**src/design/mau_pkg.sv**
```systemverilog
// ----------------------------------------------------------------------------
// mau_pkg
// Shared constants, command codes and the request type for the modular unit.
// ----------------------------------------------------------------------------
package mau_pkg;

    localparam int WORD_BITS = 31;
    localparam int OPER_BITS = 32;
    localparam int CNT_BITS  = $clog2(OPER_BITS);

    localparam logic [WORD_BITS-1:0] MOD_RESET = WORD_BITS'(998244353);

    localparam logic [2:0] CMD_ADD = 3'd0;
    localparam logic [2:0] CMD_SUB = 3'd1;
    localparam logic [2:0] CMD_MUL = 3'd2;
    localparam logic [2:0] CMD_POW = 3'd3;
    localparam logic [2:0] CMD_INV = 3'd4;

    // x * y mod m, bit-serial; with y = 1 it is x / m with remainder
    typedef struct packed {
        logic [OPER_BITS-1:0] x;
        logic [WORD_BITS-1:0] y;
        logic [WORD_BITS-1:0] m;
    } mau_req_t;

endpackage

```
**src/design/modular_arithmetic_unit.sv**
```systemverilog
// ----------------------------------------------------------------------------
// modular_arithmetic_unit
// Add, subtract, multiply, power and inverse modulo a configured modulus.
// ----------------------------------------------------------------------------
// One request at a time; busy stays high until the cycle after its result is
// shown on result with done high for one cycle, and the receiver cannot stall
// it. Reductions and products all run through one bit-serial multiplier.
// Add and subtract reduce both operands and combine them; multiply reduces
// operand_a and multiplies it by operand_b. Power squares once per exponent
// bit up to the top set bit and multiplies once more per set bit; inverse
// runs a division and a multiply pass per Euclid step (at most about 45
// steps). A modulus below 2 or an unused command gives 0 with no pass.
module modular_arithmetic_unit (
    input  logic                          clk,
    input  logic                          rst_n,
    input  logic                          start,
    output logic                          busy,
    input  logic [2:0]                    cmd,
    input  logic [mau_pkg::WORD_BITS-1:0] operand_a,
    input  logic [mau_pkg::OPER_BITS-1:0] operand_b,
    output logic                          done,
    output logic [mau_pkg::WORD_BITS-1:0] result,
    input  logic                          cfg_valid,
    output logic                          cfg_ready,
    input  logic [mau_pkg::WORD_BITS-1:0] cfg_data
);
    import mau_pkg::*;

    localparam logic [3:0] S_IDLE = 4'd0;
    localparam logic [3:0] S_RA   = 4'd1;
    localparam logic [3:0] S_RB   = 4'd2;
    localparam logic [3:0] S_MUL  = 4'd3;
    localparam logic [3:0] S_PCHK = 4'd4;
    localparam logic [3:0] S_PM   = 4'd5;
    localparam logic [3:0] S_PS   = 4'd6;
    localparam logic [3:0] S_ICHK = 4'd7;
    localparam logic [3:0] S_IDIV = 4'd8;
    localparam logic [3:0] S_IMUL = 4'd9;
    localparam logic [3:0] S_FIN  = 4'd10;
    localparam logic [3:0] S_WAIT = 4'd11;

    logic [3:0]           state_reg, state_next;
    logic [WORD_BITS-1:0] mod_reg, mod_next;
    logic [2:0]           cmd_reg, cmd_next;
    logic [WORD_BITS-1:0] p_reg, p_next;
    logic [WORD_BITS-1:0] a_reg, a_next;
    logic [OPER_BITS-1:0] b_reg, b_next;
    logic [WORD_BITS-1:0] acc_reg, acc_next;
    logic [WORD_BITS-1:0] base_reg, base_next;
    logic [WORD_BITS-1:0] r_reg, r_next;
    logic [WORD_BITS-1:0] rn_reg, rn_next;
    logic [WORD_BITS-1:0] res_reg, res_next;
    logic                 done_reg, done_next;
    logic                 ustart_reg, ustart_next;
    mau_req_t             ureq_reg, ureq_next;

    logic                 u_done;
    logic [WORD_BITS-1:0] u_acc;
    logic [OPER_BITS-1:0] u_quo;
    logic [WORD_BITS:0]   sum, diff;
    logic [WORD_BITS-1:0] one;

    mau_mulmod u_mulmod (
        .clk   (clk),
        .rst_n (rst_n),
        .start (ustart_reg),
        .req   (ureq_reg),
        .done  (u_done),
        .acc   (u_acc),
        .quo   (u_quo)
    );

    assign one = WORD_BITS'(1);

    always_comb
    begin
        state_next  = state_reg;
        mod_next    = mod_reg;
        cmd_next    = cmd_reg;
        p_next      = p_reg;
        a_next      = a_reg;
        b_next      = b_reg;
        acc_next    = acc_reg;
        base_next   = base_reg;
        r_next      = r_reg;
        rn_next     = rn_reg;
        res_next    = res_reg;
        done_next   = 1'b0;
        ustart_next = 1'b0;
        ureq_next   = ureq_reg;
        sum         = '0;
        diff        = '0;

        if (cfg_valid)
            mod_next = cfg_data;

        unique case (state_reg)
            S_IDLE:
            begin
                if (start)
                begin
                    cmd_next = cmd;
                    p_next   = mod_reg;
                    a_next   = operand_a;
                    b_next   = operand_b;
                    if (mod_reg < WORD_BITS'(2) || cmd > CMD_INV)
                    begin
                        res_next   = '0;
                        state_next = S_FIN;
                    end
                    else
                    begin
                        ureq_next   = '{x: {1'b0, operand_a}, y: one, m: mod_reg};
                        ustart_next = 1'b1;
                        state_next  = S_RA;
                    end
                end
            end
            S_RA:
            begin
                if (u_done)
                begin
                    a_next = u_acc;
                    unique case (cmd_reg)
                        CMD_ADD, CMD_SUB:
                        begin
                            ureq_next   = '{x: b_reg, y: one, m: p_reg};
                            ustart_next = 1'b1;
                            state_next  = S_RB;
                        end
                        CMD_MUL:
                        begin
                            ureq_next   = '{x: b_reg, y: u_acc, m: p_reg};
                            ustart_next = 1'b1;
                            state_next  = S_MUL;
                        end
                        CMD_POW:
                        begin
                            acc_next   = one;
                            base_next  = u_acc;
                            state_next = S_PCHK;
                        end
                        default:
                        begin
                            r_next     = u_acc;
                            rn_next    = p_reg;
                            acc_next   = one;
                            base_next  = '0;
                            state_next = S_ICHK;
                        end
                    endcase
                end
            end
            S_RB:
            begin
                if (u_done)
                begin
                    if (cmd_reg == CMD_ADD)
                    begin
                        sum      = {1'b0, a_reg} + {1'b0, u_acc};
                        res_next = (sum >= {1'b0, p_reg}) ? WORD_BITS'(sum - {1'b0, p_reg})
                                                          : sum[WORD_BITS-1:0];
                    end
                    else if (a_reg < u_acc)
                        res_next = p_reg - (u_acc - a_reg);
                    else
                        res_next = a_reg - u_acc;
                    state_next = S_FIN;
                end
            end
            S_MUL:
            begin
                if (u_done)
                begin
                    res_next   = u_acc;
                    state_next = S_FIN;
                end
            end
            S_PCHK:
            begin
                if (b_reg == '0)
                begin
                    res_next   = acc_reg;
                    state_next = S_FIN;
                end
                else if (b_reg[0])
                begin
                    ureq_next   = '{x: {1'b0, acc_reg}, y: base_reg, m: p_reg};
                    ustart_next = 1'b1;
                    state_next  = S_PM;
                end
                else
                begin
                    ureq_next   = '{x: {1'b0, base_reg}, y: base_reg, m: p_reg};
                    ustart_next = 1'b1;
                    state_next  = S_PS;
                end
            end
            S_PM:
            begin
                if (u_done)
                begin
                    acc_next    = u_acc;
                    ureq_next   = '{x: {1'b0, base_reg}, y: base_reg, m: p_reg};
                    ustart_next = 1'b1;
                    state_next  = S_PS;
                end
            end
            S_PS:
            begin
                if (u_done)
                begin
                    base_next  = u_acc;
                    b_next     = {1'b0, b_reg[OPER_BITS-1:1]};
                    state_next = S_PCHK;
                end
            end
            S_ICHK:
            begin
                if (rn_reg == '0)
                begin
                    res_next   = acc_reg;
                    state_next = S_FIN;
                end
                else
                begin
                    // quotient and remainder of r / rn
                    ureq_next   = '{x: {1'b0, r_reg}, y: one, m: rn_reg};
                    ustart_next = 1'b1;
                    state_next  = S_IDIV;
                end
            end
            S_IDIV:
            begin
                if (u_done)
                begin
                    b_next      = {1'b0, u_acc};
                    ureq_next   = '{x: u_quo, y: base_reg, m: p_reg};
                    ustart_next = 1'b1;
                    state_next  = S_IMUL;
                end
            end
            S_IMUL:
            begin
                if (u_done)
                begin
                    // coefficients kept reduced mod p
                    diff      = {1'b0, acc_reg} + {1'b0, p_reg} - {1'b0, u_acc};
                    base_next = (acc_reg >= u_acc) ? acc_reg - u_acc : diff[WORD_BITS-1:0];
                    acc_next  = base_reg;
                    r_next    = rn_reg;
                    rn_next   = b_reg[WORD_BITS-1:0];
                    state_next = S_ICHK;
                end
            end
            S_FIN:
            begin
                done_next  = 1'b1;
                state_next = S_WAIT;
            end
            S_WAIT:
            begin
                state_next = S_IDLE;
            end
            default:
            begin
                state_next = S_IDLE;
            end
        endcase
    end

    always_ff @(posedge clk or negedge rst_n)
    begin
        if (!rst_n)
        begin
            state_reg  <= S_IDLE;
            mod_reg    <= MOD_RESET;
            done_reg   <= 1'b0;
            ustart_reg <= 1'b0;
        end
        else
        begin
            state_reg  <= state_next;
            mod_reg    <= mod_next;
            done_reg   <= done_next;
            ustart_reg <= ustart_next;
        end
    end

    always_ff @(posedge clk)
    begin
        cmd_reg  <= cmd_next;
        p_reg    <= p_next;
        a_reg    <= a_next;
        b_reg    <= b_next;
        acc_reg  <= acc_next;
        base_reg <= base_next;
        r_reg    <= r_next;
        rn_reg   <= rn_next;
        res_reg  <= res_next;
        ureq_reg <= ureq_next;
    end

    assign busy      = (state_reg != S_IDLE);
    assign done      = done_reg;
    assign result    = res_reg;
    assign cfg_ready = 1'b1;

endmodule

```
**src/design/mau_mulmod.sv**
```systemverilog
// ----------------------------------------------------------------------------
// mau_mulmod
// Shared double-and-add modular multiplier, one operand bit per cycle.
// ----------------------------------------------------------------------------
module mau_mulmod (
    input  logic                          clk,
    input  logic                          rst_n,
    input  logic                          start,
    input  mau_pkg::mau_req_t             req,
    output logic                          done,
    output logic [mau_pkg::WORD_BITS-1:0] acc,
    output logic [mau_pkg::OPER_BITS-1:0] quo
);
    import mau_pkg::*;

    logic                 active_reg, active_next;
    logic                 done_reg, done_next;
    logic [CNT_BITS-1:0]  cnt_reg, cnt_next;
    logic [OPER_BITS-1:0] x_reg, x_next;
    logic [WORD_BITS-1:0] y_reg, y_next;
    logic [WORD_BITS-1:0] m_reg, m_next;
    logic [WORD_BITS-1:0] acc_reg, acc_next;
    logic [OPER_BITS-1:0] quo_reg, quo_next;
    logic [WORD_BITS+1:0] t0, t1, t2, mw;
    logic                 qbit;

    always_comb
    begin
        mw   = {2'b00, m_reg};
        t0   = {1'b0, acc_reg, 1'b0} + (x_reg[OPER_BITS-1] ? {2'b00, y_reg} : '0);
        qbit = (t0 >= mw);
        t1   = qbit ? t0 - mw : t0;
        t2   = (t1 >= mw) ? t1 - mw : t1;
    end

    always_comb
    begin
        active_next = active_reg;
        done_next   = 1'b0;
        cnt_next    = cnt_reg;
        x_next      = x_reg;
        y_next      = y_reg;
        m_next      = m_reg;
        acc_next    = acc_reg;
        quo_next    = quo_reg;
        if (active_reg)
        begin
            acc_next = t2[WORD_BITS-1:0];
            quo_next = {quo_reg[OPER_BITS-2:0], qbit};
            x_next   = {x_reg[OPER_BITS-2:0], 1'b0};
            cnt_next = cnt_reg + 1'b1;
            if (cnt_reg == CNT_BITS'(OPER_BITS-1))
            begin
                active_next = 1'b0;
                done_next   = 1'b1;
            end
        end
        else if (start)
        begin
            active_next = 1'b1;
            cnt_next    = '0;
            x_next      = req.x;
            y_next      = req.y;
            m_next      = req.m;
            acc_next    = '0;
            quo_next    = '0;
        end
    end

    always_ff @(posedge clk or negedge rst_n)
    begin
        if (!rst_n)
        begin
            active_reg <= 1'b0;
            done_reg   <= 1'b0;
            cnt_reg    <= '0;
        end
        else
        begin
            active_reg <= active_next;
            done_reg   <= done_next;
            cnt_reg    <= cnt_next;
        end
    end

    always_ff @(posedge clk)
    begin
        x_reg   <= x_next;
        y_reg   <= y_next;
        m_reg   <= m_next;
        acc_reg <= acc_next;
        quo_reg <= quo_next;
    end

    assign done = done_reg;
    assign acc  = acc_reg;
    assign quo  = quo_reg;

endmodule
```
**config.mk**
```make
export PLATFORM = sky130hd
export DESIGN_NAME = modular_arithmetic_unit
export DESIGN_NICKNAME = d
export VERILOG_FILES = /design/src/design/mau_pkg.sv /design/src/design/modular_arithmetic_unit.sv /design/src/design/mau_mulmod.sv
export SDC_FILE = /design/constraint.sdc
export NUM_CORES = 2
export LEC_CHECK = 0
export BUFFER_PORTS_ARGS = -buffer_cell sky130_fd_sc_hd__buf_4
export CAP_MARGIN = 20
export CORE_AREA = 2 2 431 219
export DETAILED_ROUTE_END_ITERATION = 10
export DIE_AREA = 0 0 433 221
export PLACE_DENSITY_LB_ADDON = 0.1
export REMOVE_ABC_BUFFERS = 1
export SYNTH_ARGS = -nofsm -noshare
export SYNTH_HDL_FRONTEND = slang
export SYNTH_HIERARCHICAL = 1
export SYNTH_SLANG_ARGS = --single-unit
```
**constraint.sdc**
```tcl
create_clock -name clk -period 6.8 [get_ports clk]
set_input_delay 0.68 -clock clk [delete_from_list [all_inputs] [get_ports clk]]
set_output_delay 0.68 -clock clk [all_outputs]
set_load 0.01 [all_outputs]
```
==> run_results.csv <==
group,metric,value,unit
run_status,status,"complete, but fails checks",
run_status,violations,"negative setup slack",
floorplanning,pin_count,135,
setup_path,end_kind,"register",
layout,area_growth,22.3,%
routing,via_count,36557,
layout,largest_register_ffs,94,
sta,whs,0.0586,ns
routing,wl,155,mm
yosys,yosys_warnings,6,
layout,post-route-util,0.547,
clock_tree,cts-htree-levels,2,
setup_path,slowest_stage,"edfxtp_1",
yosys,dominantRegCellSynth,"edfxtp_1",
layout,seq_area,16200,sq um
setup_path,crit_type,"reg -> reg",
sta,slew_viol_final,0,
clock_tree,clock-sinks,547,
setup_path,crit_top_cell,"buf_12",
routing,ant_nets,0,
placement,placed_cell_area,46800,sq um
yosys,syn_inst,4293,
floorplanning,initial_core_util,0.447,
floorplanning,die_w,433,um
setup_path,worstPathRequired,7.18,ns
grt,track_usage,0.314,
layout,drive_gt1_frac,0.213,
routing,routedWlPerCell,25.4,um
yosys,synth_cell_types,115,
layout,fillers,8413,
yosys,synthArstFlopShare,0.0804,
sta,fin_ws,-0.880,ns
routing,routed_via_density,5.97,
setup_path,cp_data_arrival_time,8.06,ns
setup_path,max_stage_delay,0.47,ns
grt,grt_pass1_vias,33396,
clock_tree,cts.path.max_buffers,3,
min_path,min_path_type,"in -> async",
sta,tightest_slew,1.14,ns
sta,rsz0062_at_grt,"yes",
clock_tree,cts_tree,"built",
run,max_cap_viol_count,0,
clock_tree,cts_buffers,51,
sta,finalHoldViolCount,0,
sta,period_needed,7.68,ns
placement,gp_congestion,0.997,
layout,multi_input_area,24000,sq um
yosys,synth_most_common_cell,"edfxtp_1",
yosys,synthesis.area,41100,sq um
floorplanning,rows,79,
grt,grt_max_degree,94,
setup_path,cp-start-kind,"register",
clock_tree,clkLatencyLatePin,0.64,ns
floorplanning,die_h,221,um
floorplanning,core-area,92000,sq um
layout,finalInstanceArea,50300,sq um
yosys,synth_edf_count,502,
yosys,synth_area_leader_cell,"edfxtp_1",
yosys,synth_common_cells,"edfxtp_1, nand2_1, inv_1",
grt,grt_pass1_wl,224,mm
sta,finalSetupViolCount,31,
setup_path,r2r_slack,-0.88,ns
grt,grt_overflow,0,
yosys,synth_seq_area_share,0.394,
sta,skew,0.0258,ns
placement,hpwl,123,mm
placement,portBuffers,133,
routing,first_pass_iters,9,
grt,antenna_found_initial,6,
layout,nets,5268,
sta,period_share,1.13,
floorplanning,design.die.area,95700,sq um
clock_tree,clock-root-buffer,"clkbuf_16",
sta,maxSlewHeadroom,0.232,
sta,fmax,130,MHz
yosys,ys_ff_latch,547,
yosys,synthTopCellsByArea,"edfxtp_1, ha_1, o21ai_0",
yosys,yosysTopAreaCellShare,0.367,
routing,drt_iter0_markers,4833,
setup_path,path_max_fanout,8,
routing,drc,0,
yosys,syn_avg_cell_area,9.58,sq um
clock_tree,clk_pin_slew,0.07,ns
-- critical path, delay by kind of cell, from the launching register on --
family / cells / cell delay [ns]
AO/OA/AOI/OAI: 13 / 2.56
buffers and inverters: 11 / 1.77
AND/OR/NAND/NOR: 9 / 1.53
adder cells (fa/ha/maj): 3 / 0.76
flip-flops: 1 / 0.47
XOR/XNOR: 1 / 0.15
multiplexers: 1 / 0.12
-- routing by layer --
| metal | vias to the layer above | part of all wire | GRT usage |
|---|---|---|---|
| li1 | 16960 | - | - |
| met1 | 17626 | 0.49 | 0.515 |
| met2 | 1814 | 0.36 | 0.382 |
| met3 | 153 | 0.13 | 0.105 |
| met4 | 4 | 0.019 | 0.0577 |
| met5 | - | 0.0016 | 0.0169 |
-- cell type report --
class | count | area share
flip-flops and latches | 547 | 0.322
clock buffers | 61 | 0.0271
clock inverters | 33 | 0.00841
inverters | 367 | 0.0274
well taps | 1255 | 0.0312
multi-input cells | 3186 | 0.477
repair buffers | 669 | 0.107
diodes | 3 | 0.000149
-- cell usage in the layout (no fill, tap or decap), types with 34 or more instances in the layout --
cell type	instances
nor2_1	231
a211oi_1	59
xnor2_1	145
a22o_1	107
xor2_1	75
o211ai_1	51
dfrtp_1	36
a221o_1	46
buf_4	634
fa_1	66
mux2i_1	52
a21o_1	103
a31oi_1	43
clkbuf_16	53
edfxtp_1	502
ha_1	245
nand2b_1	37
nor3_1	75
nand2_1	393
a22oi_1	52
o21ai_0	281
mux2_2	34
o21bai_1	39
nand3_1	75
o21a_1	51
inv_1	361
and2_1	67
a21oi_1	271
-- kinds of logic after synthesis --
logic type | count (synthesis) | synth area share
multiplexers | 86 | 0.0220
other | 1 | 0.0000912
buffers and inverters | 561 | 0.0537
flip-flops | 547 | 0.394
XOR/XNOR | 230 | 0.0490
AND/OR/NAND/NOR | 1127 | 0.130
AO/OA/AOI/OAI | 1396 | 0.234
adder cells (fa/ha/maj) | 345 | 0.117
-- per-stage QoR --
stage | cells | TNS, ns | setup slack (ns)
5_1_grt | 6119 | -33.70 | -1.14
3_5_place_dp | 5969 | -43.18 | -1.47
2_1_floorplan | 4099 | -258.87 | -2.53
3_3_place_gp | 5969 | -37.50 | -1.23
6_report | 6121 | -25.87 | -0.880
4_1_cts | 6102 | -18.99 | -0.665
-- what timing repair did --
item,CTS,global route
cloned,5,1
setup buffers,34,18
setup endpoints to repair,31,31
gates resized for setup,136,105
pin swaps,50,63
hold buffers,0,0
-- worst paths after layout --
kind,start,end,cells after the start
max in group asynchronous,rst_n,mod_reg[26]$_DFFE_PN0P_,1
min,rst_n,u_mulmod/active_reg$_DFF_PN0_,1
max reg2reg,u_mulmod/x_reg[31]$_DFFE_PP_,u_mulmod/acc[0]$_SDFFCE_PN0P_,38
max,u_mulmod/x_reg[31]$_DFFE_PP_,u_mulmod/acc[0]$_SDFFCE_PN0P_,38
min in group clk,cmd[2],cmd_reg[2]$_DFFE_PP_,1
min reg2reg,ureq_reg[44]$_DFFE_PP_,u_mulmod/y_reg[13]$_DFFE_PP_,0
Power is left out: the tool's default activity adds up to more than one toggle a clock period on the data nets, which glitch-free logic cannot reach.
